[config.mk]
export PLATFORM = sky130hd
export DESIGN_NAME = hbp_front
export DESIGN_NICKNAME = d
export VERILOG_FILES = /design/src/hdl/hbp_pkg.sv /design/src/hdl/hbp_front.sv
export SDC_FILE = /design/constraint.sdc
export NUM_CORES = 1
export LEC_CHECK = 0
export ABC_AREA = 1
export BUFFER_PORTS_ARGS = -buffer_cell sky130_fd_sc_hd__buf_4
export CAP_MARGIN = 10
export CORE_MARGIN = 2
export CORE_UTILIZATION = 55
export CTS_BUF_LIST = sky130_fd_sc_hd__clkbuf_16
export CTS_CLUSTER_DIAMETER = 60
export DETAILED_ROUTE_END_ITERATION = 8
export PLACE_DENSITY = 0.86
export SLEW_MARGIN = 10
export SYNTH_ARGS = -nofsm -noshare
export SYNTH_HDL_FRONTEND = slang
export SYNTH_SLANG_ARGS = --single-unit
[constraint.sdc]
create_clock -name clk_i -period 5.1 [get_ports clk_i]
set_clock_uncertainty 0.15 [all_clocks]
set_input_delay 1.02 -clock clk_i [delete_from_list [all_inputs] [get_ports clk_i]]
set_output_delay 1.02 -clock clk_i [all_outputs]
set_load 0.1 [all_outputs]
[src/hdl/hbp_pkg.sv]
// Shared types and constants of the hybrid branch predictor.
package hbp_pkg;

  // One resolved branch as it enters the predictor.
  typedef struct packed {
    logic [31:0] branch_pc;
    logic        taken;
  } in_t;

  // One prediction report.
  typedef struct packed {
    logic predicted_taken;
    logic used_gshare;
    logic gshare_guess;
    logic bimodal_guess;
    logic mispredicted;
  } out_t;

  // Configuration register indexes.
  typedef enum logic [1:0] {
    CFG_CHOOSER_BITS = 2'd0,
    CFG_GSHARE_BITS  = 2'd1,
    CFG_HISTORY_BITS = 2'd2,
    CFG_BIMODAL_BITS = 2'd3
  } cfg_idx_e;

  localparam int unsigned CfgIdxWidth  = 2;
  localparam int unsigned CfgDataWidth = 5;

  localparam logic [3:0] ChooserBitsReset = 4'd8;
  localparam logic [4:0] GshareBitsReset  = 5'd12;
  localparam logic [4:0] HistoryBitsReset = 5'd8;
  localparam logic [4:0] BimodalBitsReset = 5'd12;

  localparam logic [2:0] CtrReset     = 3'd4;
  localparam logic [2:0] CtrMax       = 3'd7;
  localparam logic [1:0] ChooserReset = 2'd1;
  localparam logic [1:0] ChooserMax   = 2'd3;

endpackage

[src/hdl/hbp_front.sv]
// Front end: configuration, global history and table index generation.
module hbp_front #(
  parameter int unsigned CMAX = 12,
  parameter int unsigned GMAX = 16,
  parameter int unsigned BMAX = 16
) (
  input  logic                                 clk_i,
  input  logic                                 rst_ni,
  input  logic                                 cfg_we_i,
  input  logic [hbp_pkg::CfgIdxWidth-1:0]      cfg_idx_i,
  input  logic [hbp_pkg::CfgDataWidth-1:0]     cfg_data_i,
  input  logic                                 accept_i,
  input  hbp_pkg::in_t                         in_i,
  output logic [CMAX-1:0]                      ci_o,
  output logic [GMAX-1:0]                      gi_o,
  output logic [BMAX-1:0]                      bi_o,
  output logic                                 taken_o
);

  localparam int unsigned CW = $clog2(CMAX + 1);
  localparam int unsigned GW = $clog2(GMAX + 1);
  localparam int unsigned BW = $clog2(BMAX + 1);

  logic [3:0]      chooser_bits_q;
  logic [4:0]      gshare_bits_q, history_bits_q, bimodal_bits_q;
  logic [GMAX-1:0] hist_q, hist_d;

  logic [CW-1:0]   c_eff;
  logic [GW-1:0]   g_eff, h_eff;
  logic [BW-1:0]   b_eff;
  logic [CMAX-1:0] cmask;
  logic [GMAX-1:0] gmask, hmask, hist, top;
  logic [BMAX-1:0] bmask;
  logic [29:0]     word;

  // Clamp each configured width to what the tables can hold; history to the gshare width.
  always_comb begin
    c_eff = (int'(chooser_bits_q) > int'(CMAX)) ? CW'(CMAX) : CW'(chooser_bits_q);
    g_eff = (int'(gshare_bits_q) > int'(GMAX)) ? GW'(GMAX) : GW'(gshare_bits_q);
    b_eff = (int'(bimodal_bits_q) > int'(BMAX)) ? BW'(BMAX) : BW'(bimodal_bits_q);
    h_eff = (int'(history_bits_q) > int'(g_eff)) ? g_eff : GW'(history_bits_q);
    for (int i = 0; i < int'(CMAX); i++) cmask[i] = (i < int'(c_eff));
    for (int i = 0; i < int'(GMAX); i++) gmask[i] = (i < int'(g_eff));
    for (int i = 0; i < int'(GMAX); i++) hmask[i] = (i < int'(h_eff));
    for (int i = 0; i < int'(BMAX); i++) bmask[i] = (i < int'(b_eff));
  end

  assign word = in_i.branch_pc[31:2];
  assign hist = hist_q & hmask;
  assign ci_o = word[CMAX-1:0] & cmask;
  assign gi_o = (word[GMAX-1:0] & gmask) ^ hist;
  assign bi_o = word[BMAX-1:0] & bmask;
  assign taken_o = in_i.taken;

  // Top history bit is the highest set bit of the history mask.
  assign top = in_i.taken ? (hmask & ~(hmask >> 1)) : '0;

  always_comb begin
    hist_d = hist_q;
    if (accept_i && (h_eff != '0)) begin
      hist_d = ((hist >> 1) | top) & hmask;
    end
  end

  always_ff @(posedge clk_i or negedge rst_ni) begin
    if (!rst_ni) begin
      chooser_bits_q <= hbp_pkg::ChooserBitsReset;
      gshare_bits_q  <= hbp_pkg::GshareBitsReset;
      history_bits_q <= hbp_pkg::HistoryBitsReset;
      bimodal_bits_q <= hbp_pkg::BimodalBitsReset;
      hist_q         <= '0;
    end else begin
      hist_q <= hist_d;
      if (cfg_we_i) begin
        case (hbp_pkg::cfg_idx_e'(cfg_idx_i))
          hbp_pkg::CFG_CHOOSER_BITS: chooser_bits_q <= cfg_data_i[3:0];
          hbp_pkg::CFG_GSHARE_BITS:  gshare_bits_q  <= cfg_data_i;
          hbp_pkg::CFG_HISTORY_BITS: history_bits_q <= cfg_data_i;
          hbp_pkg::CFG_BIMODAL_BITS: bimodal_bits_q <= cfg_data_i;
          default: ;
        endcase
      end
    end
  end

endmodule

Word-level counts from Yosys, hierarchy flattened
Cells that the tools add are included.
{"block": "word_totals", "ff_bits": 35, "inputBits": 44, "out_inout_bits": 45, "wordCells": 93}
{"block": "classes", "order_cmp": 64, "n_eq_ne": 3, "n_mux": 5, "bitwise_logic": 9, "reduce_logical": 7}
{"op": "4-bit by 5-bit < comparator with 1-bit output (first input constant)", "n": 24}
{"op": "16-bit bitwise AND", "n": 5}
{"op": "3-bit by 5-bit < comparator with 1-bit output (first input constant)", "n": 12}
{"op": "1-bit by 5-bit < comparator with 1-bit output (first input constant)", "n": 6}
{"op": "2-bit by 5-bit < comparator with 1-bit output (first input constant)", "n": 6}
{"op": "3-bit by 4-bit < comparator with 1-bit output (first input constant)", "n": 4}
{"op": "4-bit < comparator (first input constant)", "n": 4}
{"op": "16-bit 2-to-1 mux", "n": 1}
{"op": "15-bit inverter with 16-bit output", "n": 1}
{"op": "15-bit by 16-bit OR with 16-bit output", "n": 1}
{"op": "16-bit XOR", "n": 1}
{"op": "5-bit 2-to-1 mux", "n": 3}
{"op": "12-bit bitwise AND", "n": 1}
{"op": "5-bit greater-than comparator (second input constant)", "n": 2}
{"op": "1-bit by 4-bit < comparator with 1-bit output (first input constant)", "n": 2}
{"op": "2-bit by 4-bit < comparator with 1-bit output (first input constant)", "n": 2}
{"op": "2-bit AND reduction", "n": 4}
{"op": "5-bit greater-than comparator", "n": 1}
{"op": "5-bit nonzero test", "n": 1}
{"op": "2-bit == test (second input constant)", "n": 2}
{"op": "4-bit greater-than comparator (second input constant)", "n": 1}
{"op": "4-bit 2-to-1 mux", "n": 1}
{"op": "2-bit by 1-bit == test with 1-bit output (second input constant)", "n": 1}
{"op": "2-bit logical NOT", "n": 1}
{"op": "1-bit logical AND", "n": 1}

Longest topological paths before layout
{"block": "logic_depth", "ltp_word": 10, "depth_mapped": 20, "depth_no_buf": 20}

Worst setup path before layout
OpenSTA, ideal clock, no wires.
{"block": "synth_path", "path_kind": "register to output", "startpoint": "register gshare_bits_q[3]", "endpoint": "output port gi_o[14]", "t_arrival_ns": 3.570, "required_ns": 3.930, "path_slack_ns": 0.360, "path_stages_with_launch": 16, "n_path_buf": 0, "path_cell_list": "dfstp_2 > inv_1 > nor2_1 > inv_1 > ha_1 > nand2_2 > nor2_4 > nand2_2 > nand3_4 > nand2_1 > nand2_2 > nand3_1 > nor2_2 > nand2_1 > nand3_1 > xor2_1"}
{"block": "synth_via", "elab_chain_cells": 7, "word_cells_on_any_way": 9, "cone_classes": "order compare (4); mux (2); bitwise (3)"}
{"item": "start: declaration", "line_no": "hbp_front.sv:25", "text": "logic [4:0] gshare_bits_q, history_bits_q, bimodal_bits_q;"}
{"item": "start signal: assignment", "line_no": "hbp_front.sv:68", "text": "gshare_bits_q <= hbp_pkg::GshareBitsReset;"}
{"item": "start signal: assignment", "line_no": "hbp_front.sv:77", "text": "hbp_pkg::CFG_GSHARE_BITS: gshare_bits_q <= cfg_data_i;"}
{"item": "5-bit greater-than comparator", "line_no": "hbp_front.sv:39", "text": "g_eff = (int'(gshare_bits_q) > int'(GMAX)) ? GW'(GMAX) : GW'(gshare_bits_q);"}
{"item": "5-bit 2-to-1 mux *", "line_no": "hbp_front.sv:39"}
{"item": "5-bit greater-than comparator", "line_no": "hbp_front.sv:41", "text": "h_eff = (int'(history_bits_q) > int'(g_eff)) ? g_eff : GW'(history_bits_q);"}
{"item": "5-bit 2-to-1 mux", "line_no": "hbp_front.sv:41"}
{"item": "4-bit by 5-bit < comparator with 1-bit output", "line_no": "hbp_front.sv:44", "text": "for (int i = 0; i < int'(GMAX); i++) hmask[i] = (i < int'(h_eff));"}
{"item": "16-bit bitwise AND", "line_no": "hbp_front.sv:49", "text": "assign hist = hist_q & hmask;"}
{"item": "16-bit XOR *", "line_no": "hbp_front.sv:51", "text": "assign gi_o = (word[GMAX-1:0] & gmask) ^ hist;"}
{"item": "end: declaration", "line_no": "hbp_front.sv:15", "text": "output logic [GMAX-1:0] gi_o,"}
Every way passes the cells marked *; elsewhere a longest branch is shown, timed or not.

Final worst setup path
{"block": "layout_path", "startpoint": "register gshare_bits_q[3]", "endpoint": "output port gi_o[6]"}
{"block": "layout_via", "elab_chain_cells": 7, "word_cells_on_any_way": 9, "cone_classes": "order compare (4); mux (2); bitwise (3)"}
{"item": "5-bit greater-than comparator", "line_no": "hbp_front.sv:39"}
{"item": "5-bit 2-to-1 mux *", "line_no": "hbp_front.sv:39"}
{"item": "5-bit greater-than comparator", "line_no": "hbp_front.sv:41"}
{"item": "5-bit 2-to-1 mux", "line_no": "hbp_front.sv:41"}
{"item": "3-bit by 5-bit < comparator with 1-bit output", "line_no": "hbp_front.sv:44"}
{"item": "16-bit bitwise AND", "line_no": "hbp_front.sv:49"}
{"item": "16-bit XOR *", "line_no": "hbp_front.sv:51"}
Marked as above.

==> flow_summary_export.csv <==
group,metric,value,unit
sta,hold_viol_final,0,
cts,clock_tree.root_cell,"clkbuf_16",
global_routing,first_global_vias,2748,
synth,syn_nets,462,
global_routing,grt_max_degree,36,
global_routing,overflow,0,
routing,routedWlPerCell,14.0,um
routing,drc,0,
sta,drv_slew,0,
synth,ys_types,35,
setup_path,slowest_stage,"dfstp_2",
cts,clk_path_buf_depth,2,
setup_path,path_buf_inv,4,
floorplan,dieArea,0.00551,mm2
synth,syn-mean-instance-area,6.57,um2
setup_path,cp_slowest_stage_delay,560,ps
sta,fin_crit,4490,ps
layout,fillers,384,
cts,post-cts-setup-buffers,0,
floorplan,num_rows,25,
placement,dp_hpwl,5.97,mm
sta,fmax,0.223,GHz
synth,yosysSeqAreaShare,0.326,
cts,cts_tree,"done",
setup_path,end_kind,"primary output",
routing,drt-total-wl,7.76,mm
global_routing,grt_pass1_wl,12.2,mm
sta,setup_violations,0,
routing,ant_nets,0,
cts,clock_sinks,35,
floorplan,ioPinCount,89,
min_path,hp-start,"hist_q[11]",
cts,clkLatencyLatePin,280,ps
outcome,outcome,"finished, final reports clean",
layout,layout-drive-gt1-share,0.209,
min_path,hp-class,"flip-flop to flip-flop",
setup_path,cpLargestDelayFamily,"simple AND/OR/NAND/NOR gates",
synth,yosysWarnings,0,
cts,path_clk_slew,60,ps
power,power,2.19,mW
layout,area_growth,27.9,%
power,power.leakage,1.90,nW
placement,place_area,0.00330,mm2
routing,dr.pass1.iters,6,
sta,maxSlewHeadroom,0.611,
routing,dr_total_vias,2944,
sta,rsz0062_at_grt,"no",
sta,final.period_utilization,0.881,
placement,port_buffers,72,
power,cellPowerDensity,632,mW/mm2
global_routing,track_usage,0.289,
sta,tns,0,ps
sta,tightestPinTransition,576,ps
setup_path,crit_chain,"inv_1, nor2_1, inv_1, ha_1, nand2_2, nor2_4, nand2_2, nand3_4, nand2_1, nand2_2, nand3_4, inv_1, nand2_1, nand3b_1, xor2_1, buf_4",
routing,drtIter0Drc,158,
layout,antenna_cells,0,
synth,ys_ff_latch,35,
layout,post-route-util,0.729,
setup_path,critPathKind,"flip-flop to primary output",
setup_path,r2r-start,"gshare_bits_q[3]",
floorplan,die_y,74.2,um
setup_path,cp_max_fo,7,
cts,cts-buffers-inserted,5,
setup_path,startpoint,"gshare_bits_q[3]",
setup_path,worst_ep_arrival_time,3320,ps
cts,htreeDepth,2,
floorplan,die_x,74.2,um
cts,cts_resized,0,
placement,globalplace.congestion,0.928,
routing,vias_per_cell,5.31,
layout,design_area,0.00347,mm2
power,peakVddDrop,0.322,mV
synth,syn_area,0.00271,mm2
setup_path,cp-start-kind,"flip-flop",
global_routing,antenna_found_initial,0,
layout,nets,535,
cts,cts_hold_buffers,0,
synth,synth_cells,413,
floorplan,start_util,0.571,
floorplan,fp.coreArea,0.00475,mm2
setup_path,critical_path_required,3930,ps
flow_run,maxCapViolCount,0,
-- routing by layer --
layer | global-route usage | share of wire | vias up
li1 | - | - | 1451
met1 | 0.351 | 0.41 | 1360
met5 | 0 | 0 | -
met3 | 0.0474 | 0.062 | 20
met4 | 0.117 | 0.021 | 0
met2 | 0.510 | 0.51 | 113
-- kinds of logic (layout without fill, tap and decap cells) --
logic type               after synthesis  after routing  synth area share
XOR/XNOR                              15             15            0.0484
flip-flops                            35             35             0.326
AO/OA/AOI/OAI                         52             52             0.110
buffers and inverters                 68            142             0.102
AND/OR/NAND/NOR                      238            238             0.391
adder cells (fa/ha/maj)                5              5            0.0231
-- sequential cells by signal (all words and copies together) (netlist names) --
signal / flops
bimodal_bits_q: 5
chooser_bits_q: 4
gshare_bits_q: 5
hist_q: 16
history_bits_q: 5
-- final timing paths --
kind	cells past startpoint	slack, ps	end
setup / recovery	16	610	gi_o[6]
hold / removal	2	330	hist_q[11]
setup reg to reg	17	2140	hist_q[8]
hold reg to reg	2	330	hist_q[11]
max in group asynchronous	1	3920	bimodal_bits_q[3]
min in group asynchronous	1	540	hist_q[15]
-- tightest hold or removal path: stages (launching register included) --
cell and delay, ps:
dfrtp_1 340, nand2_1 50, nand2_1 50
-- area by class of cell --
type                            count  area [um2]  area share
Multi-Input combinational cell    310        1550       0.448
Clock inverter                      3        47.5      0.0137
Inverter                           62         235      0.0678
Sequential cell                    35         883       0.255
Tap cell                           67        83.8      0.0242
Timing Repair Buffer               72         541       0.156
Clock buffer                        5         125      0.0361
-- synthesized netlist by cell type --
cell type	n	share of area
o211ai_1	1	0.0028
inv_4	1	0.0023
dfrtp_1	29	0.27
a311oi_1	1	0.0032
nor2_4	3	0.012
nand2_4	2	0.0083
buf_6	2	0.0083
buf_4	1	0.0028
dfstp_2	6	0.058
a211oi_1	5	0.014
o311ai_0	1	0.0032
nor3_1	6	0.011
nand3_4	2	0.013
a21boi_0	1	0.0028
nor2_2	1	0.0023
inv_1	61	0.084
nor2_1	34	0.047
nand3_1	38	0.070
clkbuf_1	3	0.0042
xor2_1	13	0.042
a21oi_1	9	0.017
nand3b_1	1	0.0028
nand2_1	142	0.20
a31oi_1	3	0.0069
ha_1	5	0.023
nand2_2	4	0.0092
nor3b_1	1	0.0028
o21a_1	1	0.0028
nand3_2	1	0.0037
o21ai_0	28	0.052
nand2_8	1	0.0074
o31ai_1	1	0.0028
xnor2_1	2	0.0065
o21ai_2	1	0.0032
nand4_1	2	0.0046
-- cell usage in the layout, fill, tap and decap left out, types with 2 or more instances in the layout --
master	count
nand2_2	4
a31oi_1	3
inv_1	61
nor3_1	6
xnor2_1	2
nor2_4	3
a21oi_1	9
nor2_1	34
o21ai_0	28
nand3_4	2
dfstp_2	6
nand4_1	2
clkbuf_16	5
a211oi_1	5
dfrtp_1	29
buf_4	72
nand2_1	142
xor2_1	13
nand2_4	2
ha_1	5
nand3_1	38
-- power breakdown --
group          switching, mW  total [mW]  internal (mW)  leakage (nW)
clock network          0.128       0.361          0.233        0.0844
registers             0.0623       0.420          0.358         0.441
logic                   1.10        1.41          0.312          1.37
-- through the flow --
step                hold slack [ps]  std cells  worst slack [ps]
CTS                             331        554               647
detailed placement              315        546               983
floorplan                       299        413               360
global placement                314        546              1040
global route                    352        554               446
finish                          326        554               606
No activity file was read; power rests on OpenSTA's default activity.
