--- config.mk ---
export PLATFORM = sky130hd
export DESIGN_NAME = hbp_fifo
export DESIGN_NICKNAME = d
export VERILOG_FILES = /design/src/hdl/hbp_fifo.sv
export SDC_FILE = /design/constraint.sdc
export NUM_CORES = 1
export LEC_CHECK = 0
export ABC_AREA = 1
export ABC_CLOCK_PERIOD_IN_PS = 1400
export BUFFER_PORTS_ARGS = -buffer_cell sky130_fd_sc_hd__buf_4
export CAP_MARGIN = 15
export CORE_ASPECT_RATIO = 1.1
export CORE_MARGIN = 10
export CORE_UTILIZATION = 44
export DETAILED_ROUTE_END_ITERATION = 7
export MAX_ROUTING_LAYER = met4
export PLACE_DENSITY_LB_ADDON = 0.15
export SYNTH_ARGS = -nofsm -noshare
export SYNTH_HDL_FRONTEND = slang
export SYNTH_SLANG_ARGS = --single-unit
--- constraint.sdc ---
create_clock -name clk_i -period 1.4 [get_ports clk_i]
set_input_delay 0.21 -clock clk_i [delete_from_list [all_inputs] [get_ports clk_i]]
set_output_delay 0.21 -clock clk_i [all_outputs]
set_load 0.01 [all_outputs]
--- src/hdl/hbp_fifo.sv ---
// Small first-in first-out queue held in flip-flops.
module hbp_fifo #(
  parameter int unsigned WIDTH = 8,
  parameter int unsigned DEPTH = 2
) (
  input  logic             clk_i,
  input  logic             rst_ni,
  input  logic             push_i,
  input  logic [WIDTH-1:0] data_i,
  output logic             full_o,
  input  logic             pop_i,
  output logic [WIDTH-1:0] data_o,
  output logic             empty_o
);

  localparam int unsigned PtrW = (DEPTH > 1) ? $clog2(DEPTH) : 1;
  localparam int unsigned CntW = $clog2(DEPTH + 1);
  localparam logic [PtrW-1:0] LastPtr = PtrW'(DEPTH - 1);

  logic [WIDTH-1:0] mem_q [DEPTH];
  logic [PtrW-1:0]  wr_ptr_q, wr_ptr_d, rd_ptr_q, rd_ptr_d;
  logic [CntW-1:0]  cnt_q, cnt_d;
  logic             do_push, do_pop;

  assign full_o  = (cnt_q == CntW'(DEPTH));
  assign empty_o = (cnt_q == '0);
  assign data_o  = mem_q[rd_ptr_q];
  assign do_push = push_i && !full_o;
  assign do_pop  = pop_i && !empty_o;

  always_comb begin
    wr_ptr_d = wr_ptr_q;
    rd_ptr_d = rd_ptr_q;
    cnt_d    = cnt_q;
    if (do_push) begin
      wr_ptr_d = (wr_ptr_q == LastPtr) ? '0 : wr_ptr_q + 1'b1;
    end
    if (do_pop) begin
      rd_ptr_d = (rd_ptr_q == LastPtr) ? '0 : rd_ptr_q + 1'b1;
    end
    if (do_push && !do_pop) begin
      cnt_d = cnt_q + 1'b1;
    end else if (do_pop && !do_push) begin
      cnt_d = cnt_q - 1'b1;
    end
  end

  always_ff @(posedge clk_i or negedge rst_ni) begin
    if (!rst_ni) begin
      wr_ptr_q <= '0;
      rd_ptr_q <= '0;
      cnt_q    <= '0;
    end else begin
      wr_ptr_q <= wr_ptr_d;
      rd_ptr_q <= rd_ptr_d;
      cnt_q    <= cnt_d;
    end
  end

  always_ff @(posedge clk_i) begin
    if (do_push) begin
      mem_q[wr_ptr_q] <= data_i;
    end
  end

endmodule

Yosys cells after proc, flatten, opt, wreduce, memory -nomap -nowiden:

Memories as Yosys holds them, arrays and structs flattened.
Cells that the tools add are included.
W data, S select, Z words.

* bits in registers: 4
* bits in latches: 0
* memory bits (read-only): 0
* memories kept: 1
* output and inout port bits: 10
* memory bits (writable): 16
* word-level logic and storage cells: 25

Memory list
* mem_q: depth 2, width 8, rd ports 1, clocked after memory_dff 0, wr ports 1, line 20 `logic [WIDTH-1:0] mem_q [DEPTH];`

* $mul: 0
* div/mod/pow operators: 0
* equality and inequality tests: 1
* add/subtract/negate cells: 4
* mux-type cells: 6
* bitwise logic cells: 0
* shifts and indexed selects: 0
* reductions and logical operators: 10
* order comparisons: 0

Operators with widths (number)
* $logic_and A1 B1 Y1: 4
* $logic_not A1 Y1: 4
* $mux W1: 4
* $mux W2: 2
* $add A1 B1 Y1 const B: 2
* $add A2 B1 Y2 const B: 1
* $eq A2 B2 Y1 const B: 1
* $logic_not A2 Y1: 1
* $reduce_bool A2 Y1: 1
* $sub A2 B1 Y2 const B: 1

Longest topological paths before layout:

Gate-level depths: netlist of run 1.

* word-level depth: 7
* gate-level depth with buffers: 9
* depth with buffers taken out: 9

Least setup slack after synthesis of run 1:

Ideal clock, no wire load.

* path type: flip-flop to flip-flop
* from: register cnt_q[1]
* to: memory mem_q[1][0] (enable)
* arrival: 951 ps
* library setup time: 371 ps
* required time: 1029 ps
* slack: 78 ps
* cell stages (with the launch flop): 4
* buffers on the path: 0
* path through: dfrtp_1 -> inv_1 -> o21ai_0 -> nor2_1

* longest elaborated chain between the ends: 5

Ends and longest elaborated chain
* from (decl): line 22 `logic [CntW-1:0] cnt_q, cnt_d;`
* from (signal assigned): line 56 `cnt_q <= cnt_d;`
* $eq A2 B2 Y1: line 25 `assign full_o = (cnt_q == CntW'(DEPTH));`
* $logic_not A1 Y1: line 28 `assign do_push = push_i && !full_o;`
* $logic_and A1 B1 Y1: line 28
* $mux W1: line 61 `if (do_push) begin`
* $mux W1 (implied by the code): line 62 `mem_q[wr_ptr_q] <= data_i;`
* to (decl): line 20

No other way between the ends.

Worst setup path after layout of run 1:

* from: register rd_ptr_q
* to: output port data_o[3]

* longest elaborated chain between the ends: 1

Ends and longest elaborated chain
* from (decl): line 21 `logic [PtrW-1:0] wr_ptr_q, wr_ptr_d, rd_ptr_q, rd_ptr_d;`
* from (signal assigned): line 55 `rd_ptr_q <= rd_ptr_d;`
* $mem_v2 Z2 W8
* to (decl): line 12 `output logic [WIDTH-1:0] data_o,`

No other way between the ends.

==> impl_metrics.xml, run 1 <==
<?xml version="1.0" encoding="UTF-8"?>
<metrics>
  <group name="cts">
    <metric name="cts_inserted_buffers" unit="">3</metric>
    <metric name="worst_skew_late_latency" unit="ns">0.30</metric>
    <metric name="cts.clk_slew.worst_paths" unit="ns">0.11</metric>
    <metric name="tritoncts" unit="">yes</metric>
    <metric name="ctsLongestPathBuffers" unit="">2</metric>
    <metric name="cts_num_sinks" unit="">20</metric>
    <metric name="clock_tree.htree_level_count" unit="">1</metric>
    <metric name="cts_root_buffer" unit="">clkbuf_4</metric>
  </group>
  <group name="power">
    <metric name="static-leakage-power" unit="nW">0.522</metric>
    <metric name="power_per_cell_area" unit="nW/um^2">2030</metric>
    <metric name="irDropWorstVdd" unit="mV">0.978</metric>
  </group>
  <group name="sta">
    <metric name="timing.fmax" unit="MHz">731</metric>
    <metric name="finalWorstPathRequiredPeriod" unit="ns">1.37</metric>
    <metric name="final.setup.tns" unit="ns">0</metric>
    <metric name="fin_skew" unit="ns">0.00655</metric>
    <metric name="worst_slew_pin_slew" unit="ns">0.281</metric>
    <metric name="hold_slack" unit="ns">0.0869</metric>
    <metric name="layout_worst_path_cycle_share" unit="%">97.7</metric>
    <metric name="grt_setup_unrepaired" unit="">yes</metric>
    <metric name="final-hold-violation-count" unit="">0</metric>
    <metric name="timing.final.max_slew_violations" unit="">0</metric>
    <metric name="report.final.setup_viol" unit="">0</metric>
    <metric name="max-slew-margin-rel" unit="%">81.1</metric>
  </group>
  <group name="setup_path">
    <metric name="worstPathMaxFanout" unit="">6</metric>
    <metric name="cp.arrival" unit="ns">1.16</metric>
    <metric name="regToRegSetupSlack" unit="ns">0.07</metric>
    <metric name="critical_path.reg2reg.startpoint" unit="">cnt_q[0]</metric>
    <metric name="cp.required" unit="ns">1.19</metric>
    <metric name="start_kind" unit="">flip-flop</metric>
    <metric name="timing.reg2reg.worst_path_depth" unit="">6</metric>
    <metric name="crit_path_start" unit="">rd_ptr_q</metric>
    <metric name="critical_path.endpoint_type" unit="">primary output</metric>
    <metric name="reg2reg_to" unit="">cnt_q[1]</metric>
    <metric name="crit_end" unit="">data_o[3]</metric>
    <metric name="crit_type" unit="">reg -&gt; out</metric>
  </group>
  <group name="synth">
    <metric name="synth_fp_nets" unit="">86</metric>
    <metric name="synth_cells" unit="">73</metric>
    <metric name="yosysSeqAreaShare" unit="%">71.7</metric>
    <metric name="postSynthAreaPerCell" unit="sq um">11.1</metric>
    <metric name="ys_warn_count" unit="">0</metric>
    <metric name="yosysUniqueCellTypes" unit="">14</metric>
    <metric name="ys_ff_latch" unit="">20</metric>
    <metric name="mappedNetlistArea" unit="sq um">810</metric>
  </group>
  <group name="routing">
    <metric name="drc_violations_left" unit="">0</metric>
    <metric name="vias" unit="">572</metric>
    <metric name="ant_nets" unit="">0</metric>
    <metric name="drt-initial-drc-count" unit="">7</metric>
    <metric name="wl_per_cell" unit="um">13.0</metric>
    <metric name="route.detailed.vias_per_inst" unit="">4.65</metric>
    <metric name="detailedRoute.firstPassIterationCount" unit="">6</metric>
    <metric name="postRouteWirelength" unit="mm">1.59</metric>
  </group>
  <group name="floorplan">
    <metric name="rows" unit="">16</metric>
    <metric name="dieWidth" unit="um">60.9</metric>
    <metric name="start_util" unit="%">46.0</metric>
    <metric name="pin_count" unit="">22</metric>
    <metric name="core-area" unit="sq um">1760</metric>
    <metric name="die_h" unit="um">65.0</metric>
    <metric name="die-area" unit="sq um">3960</metric>
  </group>
  <group name="placement">
    <metric name="port-buffer-count" unit="">21</metric>
    <metric name="dpl_cell_area" unit="sq um">1010</metric>
    <metric name="gpl.final_weighted_congestion" unit="">0.703</metric>
    <metric name="dp.final_hpwl" unit="mm">1.18</metric>
  </group>
  <group name="run_status">
    <metric name="outcome" unit="">finished clean</metric>
  </group>
  <group name="global_routing">
    <metric name="largest_net_degree_at_the_start_of_global_routing" unit="">12</metric>
    <metric name="grt_pass1_vias" unit="">546</metric>
    <metric name="gr-total-overflow" unit="">0</metric>
    <metric name="gr_usage_total" unit="%">8.19</metric>
    <metric name="initial_antenna_violation_count" unit="">0</metric>
    <metric name="grt_pass1_wl" unit="mm">2.35</metric>
  </group>
  <group name="final_layout">
    <metric name="antenna-diode-count" unit="">0</metric>
    <metric name="post-route-cell-area" unit="sq um">1120</metric>
    <metric name="areaGrowthSynthToFinish" unit="%">38.9</metric>
    <metric name="drive_gt1_share" unit="%">37.1</metric>
    <metric name="design.final.nets" unit="">119</metric>
  </group>
  <group name="hold_path">
    <metric name="worstHoldPathType" unit="">in -&gt; reg</metric>
  </group>
  <group name="job">
    <metric name="maxCapViolations" unit="">0</metric>
  </group>
</metrics>
[synth_stat cells]
master	number	area share [%]
nand3b_1	1	0.93
nor2_2	2	1.5
nand2_1	33	15
edfxtp_1	16	59
nand4_1	1	0.77
inv_2	1	0.46
nor2_1	2	0.93
dfrtp_1	4	12
buf_2	1	0.62
xnor2_1	1	1.1
ha_1	1	1.5
nand3_1	1	0.62
inv_1	7	3.2
o21ai_0	2	1.2
[kinds of logic (layout without fill, tap and decap cells)]
group / after synthesis / in the layout / share of synthesized area (%)
adders and majority gates: 1 / 1 / 1.55
DFF: 20 / 20 / 71.7
AOI/OAI and AO/OA: 2 / 2 / 1.24
and+or+nand+nor: 40 / 40 / 20.1
xor gates and xnor gates: 1 / 1 / 1.08
buffers and inverters: 9 / 41 / 4.33
[critical path, cell delays in order (launching register included)]
cell and delay, ns:
dfrtp_2 0.47, buf_6 0.15, nand2_1 0.05, nand2_1 0.07, buf_6 0.12
[routing by layer]
layer	up-vias	track usage, %	wire [um]
met5	-	-	0
met4	0	4.12	25
met3	4	4.48	135
met2	17	11.7	754
met1	252	8.89	679
li1	299	-	-
[power breakdown]
group          switching [mW]  internal, mW
registers               0.103         0.832
logic                   0.534         0.546
clock network           0.170         0.104
[layout by cell type, fill, tap and decap left out, drive strengths merged]
cell type    instances
clkbuf               3
nand3                1
dlygate4sd3          1
edfxtp              16
clkinv               2
dfrtp                4
buf                 28
nor2                 4
nand2               33
o21ai                2
nand4                1
nand3b               1
inv                  7
xnor2                1
ha                   1
[sequential cells by signal, indices dropped and copies added (netlist names)]
name      flops
wr_ptr_q      1
cnt_q         2
rd_ptr_q      1
mem_q        16
[through the flow]
step | util, % | instances | total power [mW] | setup slack, ns
2_1_floorplan | - | 73 | 1.40 | 0.0784
3_3_place_gp | 57.6 | 115 | 1.81 | 0.0920
3_5_place_dp | 57.6 | 115 | 1.84 | 0.0459
4_1_cts | 60.5 | 122 | 2.14 | 0.0141
5_1_grt | 63.8 | 123 | 2.46 | -0.0225
6_report | 63.8 | 123 | 2.29 | 0.0318
[worst min path at each step]
stage | from | to | slack [ns] | cells past startpoint
floorplan | rst_ni | cnt_q[0] | -0.09 | 0
global placement | rst_ni | cnt_q[0] | 0.01 | 1
detailed placement | rst_ni | cnt_q[0] | 0.009 | 1
CTS | data_i[7] | mem_q[0][7] | 0.08 | 1
global route | data_i[2] | mem_q[0][2] | 0.07 | 1
finish | data_i[5] | mem_q[1][5] | 0.09 | 1
[timing repair]
item / 4_1_cts / 5_1_grt
endpoints found under the setup margin: 1 / 9
pin swaps: 0 / 7
hold endpoints to repair: 4 / 0
resized for setup: 0 / 15
setup buffers: 2 / 1
hold buffers: 1 / 0
[layout make-up]
| class | instances | area [sq um] |
|---|---|---|
| fill | 139 | 637 |
| sequential | 20 | 583 |
| timing repair buffer | 29 | 246 |
| multi-input combinational | 44 | 211 |
| inverter | 8 | 35.0 |
| clock buffer | 3 | 22.5 |
| tap | 18 | 22.5 |
| clock inverter | 1 | 3.75 |
Power figures use the tool's default switching activity.
==> run 2, diff against run 1 <==
==> constraint.sdc (replaced) <==
create_clock -name clk_i -period 1.4 [get_ports clk_i]
set_input_delay 0.28 -clock clk_i [delete_from_list [all_inputs] [get_ports clk_i]]
set_output_delay 0.28 -clock clk_i [all_outputs]
set_load 0.01 [all_outputs]
==> run 2 against run 1 <==
The run now ends with negative setup slack left. Routed wire length is 1.9% higher. Critical path depth stayed put. Non-clock buffer count is 1 higher. Register-to-register slack hardly changed. Combinational power is 10% higher. Die area stayed put.
==> impl_metrics.xml, run 2 (same netlist as run 1, synthesis figures left out) <==
<?xml version="1.0" encoding="UTF-8"?>
<metrics>
  <group name="sta">
    <metric name="final-hold-violation-count" unit="">0</metric>
    <metric name="finalWorstPathRequiredPeriod" unit="ns">1.42</metric>
    <metric name="report.final.setup_viol" unit="">7</metric>
    <metric name="timing.fmax" unit="MHz">704</metric>
    <metric name="fin_skew" unit="ns">0.00133</metric>
    <metric name="grt_setup_unrepaired" unit="">yes</metric>
    <metric name="timing.final.max_slew_violations" unit="">0</metric>
    <metric name="worst_slew_pin_slew" unit="ns">0.282</metric>
    <metric name="max-slew-margin-rel" unit="%">81.0</metric>
    <metric name="postLayoutSetupSlackWorst" unit="ns">-0.0199</metric>
    <metric name="layout_worst_path_cycle_share" unit="%">101</metric>
    <metric name="hold_slack" unit="ns">0.163</metric>
  </group>
  <group name="hold_path">
    <metric name="worstHoldPathType" unit="">in -&gt; reg</metric>
    <metric name="min-delay-start" unit="">data_i[2]</metric>
    <metric name="worstHoldPathCells" unit="">1</metric>
    <metric name="worstHoldEndpoint" unit="">mem_q[1][2]</metric>
  </group>
  <group name="routing">
    <metric name="detailedRoute.firstPassIterationCount" unit="">2</metric>
    <metric name="ant_nets" unit="">0</metric>
    <metric name="postRouteWirelength" unit="mm">1.62</metric>
    <metric name="routed-wl-met2" unit="um">815</metric>
    <metric name="route.detailed.vias_per_inst" unit="">4.79</metric>
    <metric name="drc_violations_left" unit="">0</metric>
    <metric name="top_layer" unit="">met4</metric>
    <metric name="vias" unit="">594</metric>
    <metric name="met3WireLength" unit="um">116</metric>
    <metric name="drt-initial-drc-count" unit="">11</metric>
    <metric name="drt-met1-wl" unit="um">679</metric>
    <metric name="wl_per_cell" unit="um">13.1</metric>
  </group>
  <group name="cts">
    <metric name="clock_tree.htree_level_count" unit="">1</metric>
    <metric name="cts_inserted_buffers" unit="">3</metric>
    <metric name="ctsLongestPathBuffers" unit="">2</metric>
    <metric name="cts_num_sinks" unit="">20</metric>
    <metric name="worst_skew_late_latency" unit="ns">0.29</metric>
    <metric name="cts.clk_slew.worst_paths" unit="ns">0.10</metric>
    <metric name="cts_root_buffer" unit="">clkbuf_4</metric>
    <metric name="tritoncts" unit="">yes</metric>
  </group>
  <group name="floorplan">
    <metric name="pin_count" unit="">22</metric>
    <metric name="dieWidth" unit="um">60.9</metric>
    <metric name="die_h" unit="um">65.0</metric>
    <metric name="core-area" unit="sq um">1760</metric>
    <metric name="rows" unit="">16</metric>
    <metric name="die-area" unit="sq um">3960</metric>
    <metric name="start_util" unit="%">46.0</metric>
  </group>
  <group name="placement">
    <metric name="port-buffer-count" unit="">21</metric>
    <metric name="dp.final_hpwl" unit="mm">1.18</metric>
    <metric name="gpl.final_weighted_congestion" unit="">0.703</metric>
    <metric name="numPlacedInstances" unit="">115</metric>
  </group>
  <group name="setup_path">
    <metric name="slowest_delay" unit="ns">0.47</metric>
    <metric name="critical_path.reg2reg.startpoint" unit="">cnt_q[0]</metric>
    <metric name="reg2reg_to" unit="">cnt_q[1]</metric>
    <metric name="worstPathMaxFanout" unit="">5</metric>
    <metric name="regToRegSetupSlack" unit="ns">0.06</metric>
    <metric name="cp.required" unit="ns">1.12</metric>
    <metric name="timing.reg2reg.worst_path_depth" unit="">6</metric>
    <metric name="crit_type" unit="">reg -&gt; out</metric>
    <metric name="timing.critical_path.cells" unit="">buf_4 &gt; nand2_1 &gt; nand2_1 &gt; buf_4</metric>
    <metric name="worstPathBufferInverterCount" unit="">2</metric>
    <metric name="crit_family" unit="">flip-flops</metric>
    <metric name="cp.arrival" unit="ns">1.14</metric>
    <metric name="slowest_stage_cell_on_the_critical_path" unit="">dfrtp_2</metric>
    <metric name="start_kind" unit="">flip-flop</metric>
    <metric name="critical_path.endpoint_type" unit="">primary output</metric>
  </group>
  <group name="final_layout">
    <metric name="antenna-diode-count" unit="">0</metric>
    <metric name="areaGrowthSynthToFinish" unit="%">44.5</metric>
    <metric name="max_flop_register" unit="">mem_q</metric>
    <metric name="final-instance-count-excl-fill" unit="">124</metric>
    <metric name="most-common-layout-cells" unit="">20 x nand2_1, 20 x buf_4, 16 x edfxtp_1, 13 x nand2_2, 9 x buf_6</metric>
    <metric name="largest_register_ff_count" unit="">16</metric>
    <metric name="top_regs" unit="">mem_q (16), cnt_q (2)</metric>
    <metric name="drive_gt1_share" unit="%">49.1</metric>
    <metric name="design.final.nets" unit="">120</metric>
  </group>
  <group name="global_routing">
    <metric name="gr_usage_total" unit="%">8.39</metric>
    <metric name="grt_pass1_vias" unit="">572</metric>
    <metric name="largest_net_degree_at_the_start_of_global_routing" unit="">12</metric>
    <metric name="gr-total-overflow" unit="">0</metric>
    <metric name="grt_pass1_wl" unit="mm">2.42</metric>
    <metric name="initial_antenna_violation_count" unit="">0</metric>
  </group>
  <group name="run_status">
    <metric name="outcome" unit="">complete, but fails checks</metric>
    <metric name="failing_checks" unit="">negative setup slack</metric>
  </group>
  <group name="job">
    <metric name="maxCapViolations" unit="">0</metric>
  </group>
  <group name="power">
    <metric name="power_per_cell_area" unit="nW/um^2">2060</metric>
    <metric name="irDropWorstVdd" unit="mV">1.05</metric>
    <metric name="static-leakage-power" unit="nW">0.531</metric>
    <metric name="total_power_of_the_final_layout" unit="mW">2.41</metric>
  </group>
</metrics>
==> run 2: timing repair <==
item,4_1_cts,5_1_grt
cloned,0,0
pin swaps,7,2
setup buffers,3,1
setup endpoints to repair,8,11
hold endpoints to repair,4,0
hold buffers,1,0
resized for setup,16,13
==> run 2: layout make-up <==
type,count,area (sq um)
clock inverter,1,3.75
inverter,8,32.5
sequential,20,583
multi-input combinational,44,244
clock buffer,3,22.5
tap,18,22.5
fill,134,592
timing repair buffer,30,262
==> run 2: worst reg2reg max path: stages, from the launching register on <==
cell and delay [ns]:
dfrtp_2 0.47, o21ai_1 0.27, ha_4 0.26, inv_1 0.07, nand3_1 0.07, nand2_1 0.06
nand2_1 0.05
==> run 2: how the worst max path moves through the flow <==
stage / cells past startpoint / startpoint / end / slack [ns]
2_1_floorplan: 3 / cnt_q[1] / mem_q[1][0] / 0.08
3_3_place_gp: 6 / cnt_q[0] / cnt_q[1] / 0.09
3_5_place_dp: 6 / cnt_q[0] / cnt_q[1] / 0.05
4_1_cts: 4 / rd_ptr_q / data_o[0] / -0.03
5_1_grt: 4 / rd_ptr_q / data_o[0] / -0.09
6_report: 4 / rd_ptr_q / data_o[1] / -0.02
==> run 2: where the power goes <==
part	total [mW]	leakage, nW	internal [mW]	switching [mW]
Clock	0.269	0.0154	0.104	0.165
Sequential	0.950	0.195	0.833	0.117
Combinational	1.19	0.321	0.607	0.581
==> run 2: metal layers <==
metal | track usage [%] | vias to the layer above
met5 | - | -
met4 | 4.12 | 0
met3 | 4.29 | 2
met2 | 12.2 | 16
met1 | 9.12 | 274
li1 | - | 302
==> run 2: per-stage QoR <==
stage | worst slack, ns | util (%) | TNS [ns] | cell area, sq um
after global placement | 0.0920 | 57.6 | 0 | 1010
after floorplan | 0.0784 | - | 0 | 810
after global routing | -0.0935 | 66.4 | -0.661 | 1170
after CTS | -0.0278 | 63.8 | -0.165 | 1120
after detailed placement | 0.0459 | 57.6 | 0 | 1010
final | -0.0199 | 66.4 | -0.0955 | 1170
==> run 3, diff against run 2 <==
- CORE_UTILIZATION: 44 -> 47
- CTS_BUF_LIST: unset -> sky130_fd_sc_hd__clkbuf_8
==> run 3 against run 2 <==
The flow now finishes without violations. Die area is 4.4% lower. Sequential cell count unchanged. Critical path type unchanged. Hold slack improved by 0.045 ns. Sequential share of layout area rose by 2.5 points. Largest cell class unchanged. Combinational power down 14%.
==> impl_metrics.xml, run 3 (same netlist as run 1, synthesis figures left out) <==
<?xml version="1.0" encoding="UTF-8"?>
<metrics>
  <group name="run_status">
    <metric name="outcome" unit="">finished clean</metric>
  </group>
  <group name="global_routing">
    <metric name="gr-total-overflow" unit="">0</metric>
    <metric name="initial_antenna_violation_count" unit="">0</metric>
    <metric name="grt_pass1_vias" unit="">662</metric>
    <metric name="largest_net_degree_at_the_start_of_global_routing" unit="">12</metric>
    <metric name="gr_usage_total" unit="%">9.26</metric>
    <metric name="grt_pass1_wl" unit="mm">2.66</metric>
  </group>
  <group name="placement">
    <metric name="numPlacedInstances" unit="">114</metric>
    <metric name="dp.final_hpwl" unit="mm">1.29</metric>
    <metric name="dpl_cell_area" unit="sq um">1010</metric>
    <metric name="gpl.final_weighted_congestion" unit="">0.700</metric>
    <metric name="port-buffer-count" unit="">21</metric>
  </group>
  <group name="final_layout">
    <metric name="top_regs" unit="">mem_q (16), cnt_q (2)</metric>
    <metric name="finalCoreUtilization" unit="%">69.6</metric>
    <metric name="design.final.nets" unit="">118</metric>
    <metric name="drive_gt1_share" unit="%">35.6</metric>
    <metric name="largest_register_ff_count" unit="">16</metric>
    <metric name="most-common-layout-cells" unit="">31 x nand2_1, 23 x buf_4, 16 x edfxtp_1, 7 x inv_1, 4 x buf_6</metric>
    <metric name="areaGrowthSynthToFinish" unit="%">37.2</metric>
    <metric name="final-instance-count-excl-fill" unit="">121</metric>
    <metric name="post-route-cell-area" unit="sq um">1110</metric>
    <metric name="antenna-diode-count" unit="">0</metric>
    <metric name="max_flop_register" unit="">mem_q</metric>
    <metric name="final_common_cell" unit="">nand2_1</metric>
  </group>
  <group name="hold_path">
    <metric name="worstHoldEndpoint" unit="">mem_q[0][7]</metric>
    <metric name="worstHoldPathType" unit="">in -&gt; reg</metric>
    <metric name="min-delay-start" unit="">data_i[7]</metric>
    <metric name="worstHoldPathCells" unit="">1</metric>
  </group>
  <group name="floorplan">
    <metric name="rows" unit="">15</metric>
    <metric name="dieWidth" unit="um">59.6</metric>
    <metric name="pin_count" unit="">22</metric>
    <metric name="die-area" unit="sq um">3780</metric>
    <metric name="core-area" unit="sq um">1600</metric>
    <metric name="die_h" unit="um">63.5</metric>
    <metric name="start_util" unit="%">50.7</metric>
  </group>
  <group name="setup_path">
    <metric name="start_kind" unit="">flip-flop</metric>
    <metric name="reg2reg_to" unit="">cnt_q[1]</metric>
    <metric name="worstPathMaxFanout" unit="">4</metric>
    <metric name="timing.reg2reg.worst_path_depth" unit="">8</metric>
    <metric name="cp.arrival" unit="ns">1.12</metric>
    <metric name="cp.required" unit="ns">1.12</metric>
    <metric name="critical_path.reg2reg.startpoint" unit="">cnt_q[1]</metric>
    <metric name="critical_path.endpoint_type" unit="">primary output</metric>
    <metric name="regToRegSetupSlack" unit="ns">0.08</metric>
    <metric name="crit_type" unit="">reg -&gt; out</metric>
  </group>
  <group name="job">
    <metric name="maxCapViolations" unit="">0</metric>
  </group>
  <group name="cts">
    <metric name="tritoncts" unit="">yes</metric>
    <metric name="cts_root_buffer" unit="">clkbuf_8</metric>
    <metric name="cts_inserted_buffers" unit="">3</metric>
    <metric name="cts_num_sinks" unit="">20</metric>
    <metric name="clock_tree.htree_level_count" unit="">1</metric>
    <metric name="worst_skew_late_latency" unit="ns">0.25</metric>
    <metric name="cts.clk_slew.worst_paths" unit="ns">0.07</metric>
    <metric name="ctsLongestPathBuffers" unit="">2</metric>
  </group>
  <group name="power">
    <metric name="seqPwrFrac" unit="%">39.7</metric>
    <metric name="power_per_cell_area" unit="nW/um^2">2090</metric>
    <metric name="switchingPower" unit="mW">0.805</metric>
    <metric name="static-leakage-power" unit="nW">0.519</metric>
    <metric name="share_clk_of_total_power" unit="%">16.2</metric>
    <metric name="irDropWorstVdd" unit="mV">1.28</metric>
    <metric name="comb_power_share" unit="%">44.1</metric>
    <metric name="total_power_of_the_final_layout" unit="mW">2.32</metric>
    <metric name="cell_internal_pwr" unit="mW">1.51</metric>
    <metric name="p_sw_share" unit="%">34.7</metric>
  </group>
  <group name="sta">
    <metric name="max-slew-margin-rel" unit="%">85.6</metric>
    <metric name="hold_slack" unit="ns">0.207</metric>
    <metric name="layout_worst_path_cycle_share" unit="%">99.8</metric>
    <metric name="finalWorstPathRequiredPeriod" unit="ns">1.40</metric>
    <metric name="worst_slew_pin_slew" unit="ns">0.213</metric>
    <metric name="final-hold-violation-count" unit="">0</metric>
    <metric name="grt_setup_unrepaired" unit="">yes</metric>
    <metric name="report.final.setup_viol" unit="">0</metric>
    <metric name="timing.final.max_slew_violations" unit="">0</metric>
    <metric name="fin_skew" unit="ns">0.000998</metric>
    <metric name="timing.fmax" unit="MHz">716</metric>
  </group>
  <group name="routing">
    <metric name="wl_per_cell" unit="um">14.3</metric>
    <metric name="drc_violations_left" unit="">0</metric>
    <metric name="ant_nets" unit="">0</metric>
    <metric name="route.detailed.vias_per_inst" unit="">4.98</metric>
    <metric name="drt-initial-drc-count" unit="">13</metric>
    <metric name="postRouteWirelength" unit="mm">1.73</metric>
    <metric name="detailedRoute.firstPassIterationCount" unit="">4</metric>
    <metric name="vias" unit="">602</metric>
  </group>
</metrics>
-- run 3: cell count changes in the layout (fill, tap and decap cells not counted), moves of 3 or more --
cell,delta
buf_4,+3
clkbuf_8,+3
clkbuf_4,-3
buf_6,-5
nand2_2,-11
nand2_1,+11
-- run 3: routing by layer --
metal	wire length (um)	global-route usage (%)
met3	133	4.01
met1	684	7.99
met2	895	16.1
met5	0	-
met4	12	4.78
-- run 3: worst max-delay path: stages, from the launching register on --
cell and delay, ns:
dfrtp_1 0.42, buf_4 0.17, nor2_1 0.13, buf_4 0.14
-- run 3: what timing repair did --
item,in CTS,in global routing
setup endpoints to repair,8,17
endpoints found under the hold margin,4,0
resized for setup,1,9
hold buffers,1,0
buffers inserted,1,1
-- run 3: metrics by stage --
stage | TNS [ns] | setup WS, ns
floorplan | 0 | 0.0784
detailed placement | 0 | 0.0496
CTS | 0 | 0.0144
global placement | 0 | 0.0753
global route | -0.0818 | -0.0372
finish | 0 | 0.00284
-- run 3: layout make-up --
cell class | count | area [sq um]
Tap cell | 17 | 21.3
Inverter | 8 | 36.3
Clock inverter | 1 | 3.75
Multi-Input combinational cell | 44 | 199
Clock buffer | 3 | 41.3
Fill cell | 122 | 484
Sequential cell | 20 | 582
Timing Repair Buffer | 28 | 228
-- run 3: how the worst max path moves through the flow --
| stage | startpoint | to | cells past startpoint |
|---|---|---|---|
| after floorplan | cnt_q[1] | mem_q[1][0] | 3 |
| after global placement | cnt_q[1] | mem_q[0][5] | 5 |
| after detailed placement | cnt_q[1] | mem_q[0][2] | 5 |
| after CTS | cnt_q[0] | empty_o | 3 |
| after global routing | cnt_q[0] | empty_o | 3 |
| final | cnt_q[0] | empty_o | 3 |
-- run 3: power groups by stage --
stage                     Sequential, mW  Combinational, mW  Clock, mW
after global routing               0.935               1.15      0.402
after CTS                          0.906              0.958      0.375
after global placement             0.918              0.890          0
after floorplan                    0.897              0.503          0
after detailed placement           0.928              0.918          0
final                              0.921               1.02      0.375
